File: src/design/tlpc_pkg.sv
// ----------------------------------------------------------------------------
// tlpc_pkg
// Shared types, register map and lamp encodings for the two-way traffic
// light phase controller.
// ----------------------------------------------------------------------------
package tlpc_pkg;

  localparam int unsigned CNT_W   = 5;
  localparam int unsigned YEL_W   = 2;
  localparam int unsigned LAMP_W  = 6;
  localparam int unsigned PADDR_W = 4;
  localparam int unsigned PDATA_W = 32;

  // register indexes (byte address = 4 * index)
  localparam logic [1:0] REG_SOUTH_RED = 2'd0;
  localparam logic [1:0] REG_SOUTH_GO  = 2'd1;
  localparam logic [1:0] REG_YELLOW    = 2'd2;

  localparam logic [CNT_W-1:0] SOUTH_RED_RST = 5'd23;
  localparam logic [CNT_W-1:0] SOUTH_GO_RST  = 5'd15;
  localparam logic [YEL_W-1:0] YELLOW_RST    = 2'd3;

  // lamp patterns, one per phase
  localparam logic [LAMP_W-1:0] LAMPS_W_YELLOW = 6'b010001;
  localparam logic [LAMP_W-1:0] LAMPS_W_GREEN  = 6'b100001;
  localparam logic [LAMP_W-1:0] LAMPS_S_YELLOW = 6'b001010;
  localparam logic [LAMP_W-1:0] LAMPS_S_GREEN  = 6'b001100;

  typedef struct packed {
    logic [1:0]       phase;
    logic [CNT_W-1:0] half_cnt;
    logic [CNT_W-1:0] other_cnt;
    logic             running_auto;
    logic [YEL_W-1:0] man_cnt;
  } tlpc_state_t;

  typedef struct packed {
    logic [CNT_W-1:0] south_red_sec;
    logic [CNT_W-1:0] south_go_sec;
    logic [YEL_W-1:0] yellow_sec;
  } tlpc_cfg_t;

  typedef struct packed {
    logic [LAMP_W-1:0] lamps;
    logic [CNT_W-1:0]  south_count;
    logic [CNT_W-1:0]  west_count;
    logic              display_on;
  } tlpc_result_t;

  function automatic logic [LAMP_W-1:0] phase_lamps(input logic [1:0] phase);
    logic [LAMP_W-1:0] l;
    case (phase)
      2'd0:    l = LAMPS_W_YELLOW;
      2'd1:    l = LAMPS_W_GREEN;
      2'd2:    l = LAMPS_S_YELLOW;
      2'd3:    l = LAMPS_S_GREEN;
      default: l = LAMPS_W_YELLOW;
    endcase
    return l;
  endfunction

endpackage

File: src/design/tlpc_ifs.sv
// ----------------------------------------------------------------------------
// tlpc channel interfaces
// Valid/ready channels for input events and controller results.
// ----------------------------------------------------------------------------
interface tlpc_in_if (input logic clk);
  logic valid;
  logic ready;
  logic action;
  logic auto_switch;

  modport source (output valid, action, auto_switch, input ready);
  modport sink   (input valid, action, auto_switch, output ready);
endinterface

interface tlpc_out_if (input logic clk);
  logic       valid;
  logic       ready;
  logic [5:0] lamps;
  logic [4:0] south_count;
  logic [4:0] west_count;
  logic       display_on;

  modport source (output valid, lamps, south_count, west_count, display_on, input ready);
  modport sink   (input valid, lamps, south_count, west_count, display_on, output ready);
endinterface

File: src/design/tlpc_next.sv
// ----------------------------------------------------------------------------
// tlpc_next
// Next-state and result logic for one event (tick or button press).
// ----------------------------------------------------------------------------
module tlpc_next (
  input  tlpc_pkg::tlpc_state_t  state_i,
  input  tlpc_pkg::tlpc_cfg_t    cfg_i,
  input  logic                   action_i,
  input  logic                   auto_i,
  output tlpc_pkg::tlpc_state_t  state_o,
  output tlpc_pkg::tlpc_result_t result_o
);
  import tlpc_pkg::*;

  // begin a half cycle; second selects the south-go half
  function automatic tlpc_state_t start_half(input tlpc_state_t s_in, input logic second,
                                             input tlpc_cfg_t c);
    tlpc_state_t s;
    s          = s_in;
    s.phase    = second ? 2'd2 : 2'd0;
    s.half_cnt = second ? c.south_go_sec : c.south_red_sec;
    s.other_cnt = {{(CNT_W-YEL_W){1'b0}}, c.yellow_sec};
    if (c.yellow_sec == '0) begin
      s.phase     = {s.phase[1], 1'b1};
      s.other_cnt = s.half_cnt;
    end
    return s;
  endfunction

  tlpc_state_t      s;
  logic [CNT_W-1:0] south;
  logic [CNT_W-1:0] west;
  logic             lit;

  always_comb begin
    s     = state_i;
    south = '0;
    west  = '0;
    lit   = 1'b0;
    if (auto_i) begin
      if (!s.running_auto) begin
        s              = start_half(s, 1'b0, cfg_i);
        s.running_auto = 1'b1;
        s.man_cnt      = '0;
      end else if (!action_i) begin
        if (s.half_cnt <= 5'd1) begin
          s = start_half(s, ~s.phase[1], cfg_i);
        end else begin
          s.half_cnt = s.half_cnt - 5'd1;
          if (s.other_cnt != '0) begin
            s.other_cnt = s.other_cnt - 5'd1;
          end
          // yellow expired: go green, other display follows the half cycle
          if (!s.phase[0] && s.other_cnt == '0) begin
            s.phase     = {s.phase[1], 1'b1};
            s.other_cnt = s.half_cnt;
          end
        end
      end
      if (!s.phase[1]) begin
        south = s.half_cnt;
        west  = s.other_cnt;
      end else begin
        south = s.other_cnt;
        west  = s.half_cnt;
      end
      lit = 1'b1;
    end else begin
      if (s.running_auto) begin
        s.running_auto = 1'b0;
      end else if (s.man_cnt != '0) begin
        if (!action_i) begin
          s.man_cnt = s.man_cnt - 2'd1;
          if (s.man_cnt == '0) begin
            s.phase = s.phase + 2'd1;
          end
        end
      end else if (s.phase[0]) begin
        if (action_i) begin
          s.phase = s.phase + 2'd1;
        end
      end
      // arriving on a yellow phase starts its countdown, or goes on to green if the yellow time is zero
      if (s.man_cnt == '0 && !s.phase[0]) begin
        if (cfg_i.yellow_sec == '0) begin
          s.phase = s.phase + 2'd1;
        end else begin
          s.man_cnt = cfg_i.yellow_sec;
        end
      end
      if (s.man_cnt != '0) begin
        south = {{(CNT_W-YEL_W){1'b0}}, s.man_cnt};
        west  = {{(CNT_W-YEL_W){1'b0}}, s.man_cnt};
        lit   = 1'b1;
      end
    end
  end

  assign state_o              = s;
  assign result_o.lamps       = phase_lamps(s.phase);
  assign result_o.south_count = south;
  assign result_o.west_count  = west;
  assign result_o.display_on  = lit;

endmodule

File: src/design/traffic_light_phase_controller.sv
// ----------------------------------------------------------------------------
// traffic_light_phase_controller
// Two-way crossing controller: four lamp phases, per-street countdowns,
// automatic and manual modes, APB-style timing registers.
// ----------------------------------------------------------------------------
//  channel   direction  handshake            payload
//  in_ch     in         valid/ready          action, auto_switch
//  out_ch    out        valid/ready          lamps, south_count, west_count,
//                                            display_on
//  cfg (APB) in         psel/penable/pwrite  paddr[3:2] index, pwdata
//
// One transaction in, one result out. Each event is handled by the combinational
// next-state logic and lands in the output register the next cycle.
// A new transaction is taken every cycle while the output register is empty
// or being drained; a stalled output holds the input off.
// Synchronous active-low reset clears the controller state and loads the
// register defaults (23, 15, 3).
// ----------------------------------------------------------------------------
module traffic_light_phase_controller (
  input  logic                           clk,
  input  logic                           rst_n,
  tlpc_in_if.sink                        in_ch,
  tlpc_out_if.source                     out_ch,
  input  logic                           psel,
  input  logic                           penable,
  input  logic                           pwrite,
  input  logic [tlpc_pkg::PADDR_W-1:0]   paddr,
  input  logic [tlpc_pkg::PDATA_W-1:0]   pwdata,
  output logic [tlpc_pkg::PDATA_W-1:0]   prdata,
  output logic                           pready
);
  import tlpc_pkg::*;

  tlpc_cfg_t    cfg_r;
  tlpc_state_t  state_r;
  tlpc_state_t  state_nxt;
  tlpc_result_t result_nxt;
  tlpc_result_t result_r;
  logic         out_valid_r;
  logic         in_fire;
  logic         cfg_wr;
  logic [1:0]   reg_idx;

  assign pready  = 1'b1;
  assign reg_idx = paddr[3:2];
  assign cfg_wr  = psel && penable && pwrite && pready;

  always_ff @(posedge clk) begin
    if (!rst_n) begin
      cfg_r.south_red_sec <= SOUTH_RED_RST;
      cfg_r.south_go_sec  <= SOUTH_GO_RST;
      cfg_r.yellow_sec    <= YELLOW_RST;
    end else if (cfg_wr) begin
      case (reg_idx)
        REG_SOUTH_RED: cfg_r.south_red_sec <= pwdata[CNT_W-1:0];
        REG_SOUTH_GO:  cfg_r.south_go_sec  <= pwdata[CNT_W-1:0];
        REG_YELLOW:    cfg_r.yellow_sec    <= pwdata[YEL_W-1:0];
        default: ;
      endcase
    end
  end

  always_comb begin
    case (reg_idx)
      REG_SOUTH_RED: prdata = {{(PDATA_W-CNT_W){1'b0}}, cfg_r.south_red_sec};
      REG_SOUTH_GO:  prdata = {{(PDATA_W-CNT_W){1'b0}}, cfg_r.south_go_sec};
      REG_YELLOW:    prdata = {{(PDATA_W-YEL_W){1'b0}}, cfg_r.yellow_sec};
      default:       prdata = '0;
    endcase
  end

  tlpc_next u_next (
    .state_i  (state_r),
    .cfg_i    (cfg_r),
    .action_i (in_ch.action),
    .auto_i   (in_ch.auto_switch),
    .state_o  (state_nxt),
    .result_o (result_nxt)
  );

  assign in_ch.ready = !out_valid_r || out_ch.ready;
  assign in_fire     = in_ch.valid && in_ch.ready;

  always_ff @(posedge clk) begin
    if (!rst_n) begin
      state_r     <= '0;
      out_valid_r <= 1'b0;
    end else if (in_fire) begin
      state_r     <= state_nxt;
      out_valid_r <= 1'b1;
    end else if (out_ch.ready) begin
      out_valid_r <= 1'b0;
    end
  end

  // payload needs no reset
  always_ff @(posedge clk) begin
    if (in_fire) begin
      result_r <= result_nxt;
    end
  end

  assign out_ch.valid       = out_valid_r;
  assign out_ch.lamps       = result_r.lamps;
  assign out_ch.south_count = result_r.south_count;
  assign out_ch.west_count  = result_r.west_count;
  assign out_ch.display_on  = result_r.display_on;

  a_fire_gives_result: assert property (@(posedge clk) disable iff (!rst_n)
    in_fire |=> out_ch.valid)
    else $error("accepted transaction produced no result");

  a_auto_lit: assert property (@(posedge clk) disable iff (!rst_n)
    (in_fire && in_ch.auto_switch) |=> out_ch.display_on)
    else $error("automatic mode result with blanked displays");

  a_countdown_on_yellow: assert property (@(posedge clk) disable iff (!rst_n)
    (state_r.man_cnt != '0) |-> !state_r.phase[0])
    else $error("manual countdown running outside a yellow phase");

  a_one_lamp_each: assert property (@(posedge clk) disable iff (!rst_n)
    out_ch.valid |-> ($onehot(out_ch.lamps[2:0]) && $onehot(out_ch.lamps[5:3])))
    else $error("street shows other than exactly one lamp");

endmodule

File: src/flat_wrapper.sv
// flat-port wrapper written by rule: the top's interface ports become plain ports
module traffic_light_phase_controller_flat import tlpc_pkg::*;
  (clk, rst_n, psel, penable, pwrite, paddr, pwdata, prdata, pready, in_ch_valid, in_ch_action, in_ch_auto_switch, in_ch_ready, out_ch_valid, out_ch_lamps, out_ch_south_count, out_ch_west_count, out_ch_display_on, out_ch_ready);
  tlpc_in_if in_ch_i (.clk(clk));
  tlpc_out_if out_ch_i (.clk(clk));
  input  logic clk;
  input  logic rst_n;
  input  logic psel;
  input  logic penable;
  input  logic pwrite;
  input  logic [tlpc_pkg::PADDR_W-1:0] paddr;
  input  logic [tlpc_pkg::PDATA_W-1:0] pwdata;
  output logic [tlpc_pkg::PDATA_W-1:0] prdata;
  output logic pready;
  input wire logic [$bits(in_ch_i.valid)-1:0] in_ch_valid;
  input wire logic [$bits(in_ch_i.action)-1:0] in_ch_action;
  input wire logic [$bits(in_ch_i.auto_switch)-1:0] in_ch_auto_switch;
  output wire logic [$bits(in_ch_i.ready)-1:0] in_ch_ready;
  output wire logic [$bits(out_ch_i.valid)-1:0] out_ch_valid;
  output wire logic [$bits(out_ch_i.lamps)-1:0] out_ch_lamps;
  output wire logic [$bits(out_ch_i.south_count)-1:0] out_ch_south_count;
  output wire logic [$bits(out_ch_i.west_count)-1:0] out_ch_west_count;
  output wire logic [$bits(out_ch_i.display_on)-1:0] out_ch_display_on;
  input wire logic [$bits(out_ch_i.ready)-1:0] out_ch_ready;
  assign in_ch_i.valid = in_ch_valid;
  assign in_ch_i.action = in_ch_action;
  assign in_ch_i.auto_switch = in_ch_auto_switch;
  assign in_ch_ready = in_ch_i.ready;
  assign out_ch_valid = out_ch_i.valid;
  assign out_ch_lamps = out_ch_i.lamps;
  assign out_ch_south_count = out_ch_i.south_count;
  assign out_ch_west_count = out_ch_i.west_count;
  assign out_ch_display_on = out_ch_i.display_on;
  assign out_ch_i.ready = out_ch_ready;
  traffic_light_phase_controller u_core (.clk(clk), .rst_n(rst_n), .in_ch(in_ch_i), .out_ch(out_ch_i), .psel(psel), .penable(penable), .pwrite(pwrite), .paddr(paddr), .pwdata(pwdata), .prdata(prdata), .pready(pready));
endmodule
File: config.mk
export PLATFORM = sky130hd
export DESIGN_NAME = traffic_light_phase_controller_flat
export DESIGN_NICKNAME = d
export VERILOG_FILES = /design/src/design/tlpc_pkg.sv /design/src/design/tlpc_ifs.sv /design/src/design/tlpc_next.sv /design/src/design/traffic_light_phase_controller.sv /design/src/flat_wrapper.sv
export SDC_FILE = /design/constraint.sdc
export NUM_CORES = 1
export LEC_CHECK = 0
export BUFFER_PORTS_ARGS = -buffer_cell sky130_fd_sc_hd__buf_2
export CAP_MARGIN = 0
export CORE_ASPECT_RATIO = 0.7
export CORE_MARGIN = 8
export CORE_UTILIZATION = 39
export CTS_CLUSTER_DIAMETER = 60
export CTS_CLUSTER_SIZE = 8
export DETAILED_ROUTE_END_ITERATION = 12
export PLACE_DENSITY = 0.69
export SLEW_MARGIN = 20
export SYNTH_ARGS = -nofsm -noshare
export SYNTH_HDL_FRONTEND = slang
export SYNTH_SLANG_ARGS = --single-unit
export TNS_END_PERCENT = 5
File: constraint.sdc
create_clock -name clk -period 5.6 [get_ports clk]
set_clock_uncertainty 0.15 [all_clocks]
set_input_delay 0.56 -clock clk [delete_from_list [all_inputs] [get_ports clk]]
set_output_delay 0.56 -clock clk [all_outputs]
set_load 0.1 [all_outputs]
==> results.cfg <==
[power_and_ir_drop]
irDropWorstVdd_mv = 0.117
p_total_w = 0.00104
leakage_nw = 1.38
pwr_density_cell_nw_per_um2 = 300

[critical_path]
path_cells = inv_1 > ha_1 > nor3b_1 > mux2i_1 > a2111oi_0 > a2111oi_0 > o22ai_1
crit_top_cell = a2111oi_0
r2r_slack_ns = 2.51
ff2ff_path_depth = 7
critPathKind = reg -> reg
cp_slowest_cell = a2111oi_0
cp.depth = 7
cp-end-kind = flip-flop
startpoint_type = flip-flop
cp-startpoint = u_core.state_r[3]
path_max_fanout = 10
critPathTopFamily = compound AO/OA/AOI/OAI gates
cpPeakStageDelay_ns = 0.70
crit_arrival_ns = 2.94
cp_data_required_time_ns = 5.45
r2r-end = u_core.out_ch.west_count[3]
critical_path.endpoint = u_core.out_ch.west_count[3]
r2r-start = u_core.state_r[3]
path_buf_inv = 1

[route]
ant_nets = 0
drt_iter0_drc = 297
drt_wl_total_mm = 9.03
dr.pass1.iters = 5
viasPerCell = 5.83
vias = 2974
drc = 0
wl_per_cell_um = 17.7

[sta]
slew_headroom_pct = 31.7
tightestPinTransition_ns = 1.02
fmax_ghz = 0.324
drv_slew = 0
rsz0062_at_grt = false
min_period_ns = 3.09
finalHoldViolCount = 0
fin_setup_tns_ns = 0
finalSetupViolations = 0
finalCritPeriodShare_pct = 55.1

[yosys]
ys_warn_count = 0
synth.avg_cell_area_um2 = 8.36
ys_seq_area_share_pct = 33.3
synth_cell_types = 72
ys_seq_elements = 45
synth_cells = 385
synth_area_um2 = 3220
synth_ff_type = dfxtp_1
async_reset_ff_share_pct = 0
synth_edf_count = 17

[clock_network]
cts_tree = built
numCtsBuffers = 5
cts-root-buf = clkbuf_16
post_cts_buffers = 0
htreeDepth = 2
hold_buffers = 0
cts_resized = 0
cts.sinks = 45
cts_buffer_depth = 2
clk_latency_ns = 0.29
path_clk_slew_ns = 0.07

[layout]
final_cell_area_um2 = 3480
regArea_um2 = 1070
fillers = 791
finalNetCount = 458
utilization_pct = 43.8
multi_input_area_um2 = 1870
drive_gt1_share_pct = 16.4
num_antenna_cells = 0
syn_to_final_growth_pct = 8.05
fin_cells = 510

[min_path]
hold_path_class = reg -> reg

[die]
rows = 27
initial_core_util_pct = 40.5
die_y_um = 92.0
die_area_um2 = 11500
ios = 97
coreArea_um2 = 7940
chipWidth_um = 125

[placed_design]
place_hpwl_mm = 6.68
placed_cell_area_um2 = 3340
place_congestion = 0.922
place_inst = 502
portBuffers = 39

[outcome]
status = completed

[global_route]
grt_use_met3_pct = 2.93
use_met2_pct = 22.3
grt_util_all_layers_pct = 15.0
use_met1_pct = 21.2
antenna_found_initial = 0
grt_max_degree = 29
grt_overflow = 0
grt_pass1_vias = 2800
grt_busiest_layer = met2
grt_pass1_wl_mm = 14.5

[run]
cap_violations = 0
power by group:
| group | internal (W) | switching, W |
|---|---|---|
| clock | 0.000164 | 0.000127 |
| combinational | 0.0000774 | 0.000294 |
| sequential | 0.000361 | 0.0000192 |
| total | 0.000603 | 0.000440 |
Yosys cell counts, types with 2 or more instances:
library cell / number / area, µm²
a2111oi_0: 3 / 26.3
a211oi_1: 4 / 30.0
a21boi_0: 2 / 15.0
a21oi_1: 28 / 140
a221oi_1: 3 / 26.3
a2bb2oi_1: 3 / 26.3
a31o_2: 2 / 17.5
a31oi_1: 3 / 18.8
and3_1: 5 / 31.3
buf_1: 3 / 11.3
buf_2: 4 / 20.0
buf_4: 28 / 210
clkbuf_1: 13 / 48.8
conb_1: 2 / 7.51
dfxtp_1: 28 / 561
edfxtp_1: 17 / 510
ha_1: 5 / 62.6
inv_1: 18 / 67.6
mux2_2: 5 / 56.3
mux2i_1: 17 / 170
nand2_1: 39 / 146
nand2b_1: 4 / 25.0
nand3_1: 19 / 95.1
nand3b_1: 2 / 15.0
nor2_1: 19 / 71.3
nor2b_1: 4 / 25.0
nor3_1: 12 / 60.1
nor3b_1: 4 / 30.0
nor4_1: 3 / 18.8
o211ai_1: 9 / 67.6
o21ai_0: 15 / 75.1
o21ba_2: 2 / 20.0
o21bai_1: 3 / 22.5
o221ai_1: 5 / 43.8
o22ai_1: 6 / 37.5
o311ai_0: 2 / 17.5
o31ai_1: 2 / 15.0
o32ai_1: 3 / 26.3
or2_2: 2 / 12.5
xnor2_1: 5 / 43.8
worst reg2reg max path, cell delays in order, from the launching register on:
cell and delay [ns]:
dfxtp_1 0.40, inv_1 0.14, ha_1 0.29, nor3b_1 0.35, mux2i_1 0.48, a2111oi_0 0.15, a2111oi_0 0.70, o22ai_1 0.14
layout by cell type (no fill, tap or decap), drive strengths merged, types with 6 or more instances in the layout:
| cell type | synthesis | final |
|---|---|---|
| a211oi | 6 | 6 |
| a21oi | 28 | 28 |
| buf | 36 | 40 |
| clkbuf | 14 | 6 |
| conb | 2 | 28 |
| dfxtp | 28 | 28 |
| edfxtp | 17 | 17 |
| inv | 18 | 18 |
| mux2i | 17 | 17 |
| nand2 | 39 | 39 |
| nand3 | 20 | 20 |
| nor2 | 19 | 19 |
| nor3 | 12 | 12 |
| o211ai | 9 | 9 |
| o21ai | 16 | 16 |
| o22ai | 6 | 6 |
how the worst min path moves through the flow:
stage,start,end,depth (start not counted)
2_1_floorplan,u_core.state_r[1],u_core.state_r[1],2
3_3_place_gp,u_core.state_r[1],u_core.state_r[1],2
3_5_place_dp,u_core.state_r[1],u_core.state_r[1],2
4_1_cts,u_core.state_r[1],u_core.state_r[1],2
5_1_grt,u_core.state_r[1],u_core.state_r[1],2
6_report,u_core.state_r[1],u_core.state_r[1],2
registers in the layout (all words and copies together), names as in the netlist:
| name | flops |
|---|---|
| u_core.out_ch.south_count | 5 |
| u_core.state_r | 15 |
| u_core.out_ch.valid | 1 |
| u_core.cfg_r | 12 |
| u_core.out_ch.west_count | 5 |
| u_core.out_ch.lamps | 6 |
| u_core.out_ch.display_on | 1 |
routing by layer:
metal | routed length [µm] | up-vias
met5 | 0 | -
met4 | 137 | 0
met3 | 626 | 15
met2 | 4000 | 140
met1 | 4260 | 1404
li1 | - | 1415
logic make-up after synthesis:
family          after synthesis  synth area share (%)
compound gates              110                  24.2
fa+ha+maj                     5                  1.94
buf+inv                      69                  11.7
other cells                   2                 0.233
mux                          22                  7.04
simple gates                127                  20.2
flops                        45                  33.3
xor+xnor                      5                  1.36
stage by stage:
step / setup WS [ns] / hold WS (ns)
after floorplan: 1.75 / 0.286
after global placement: 2.64 / 0.299
after detailed placement: 2.60 / 0.317
after CTS: 2.58 / 0.325
after global routing: 2.26 / 0.352
final: 2.51 / 0.332
final cells by class:
cell class | instances | area share, %
clock inverters | 2 | 0.288
clock buffers | 6 | 3.71
flip-flops and latches | 45 | 30.8
repair buffers | 40 | 5.83
well taps | 101 | 3.64
inverters | 19 | 2.05
multi-input cells | 297 | 53.7
Note: power is estimated with default switching activity, not from simulation.
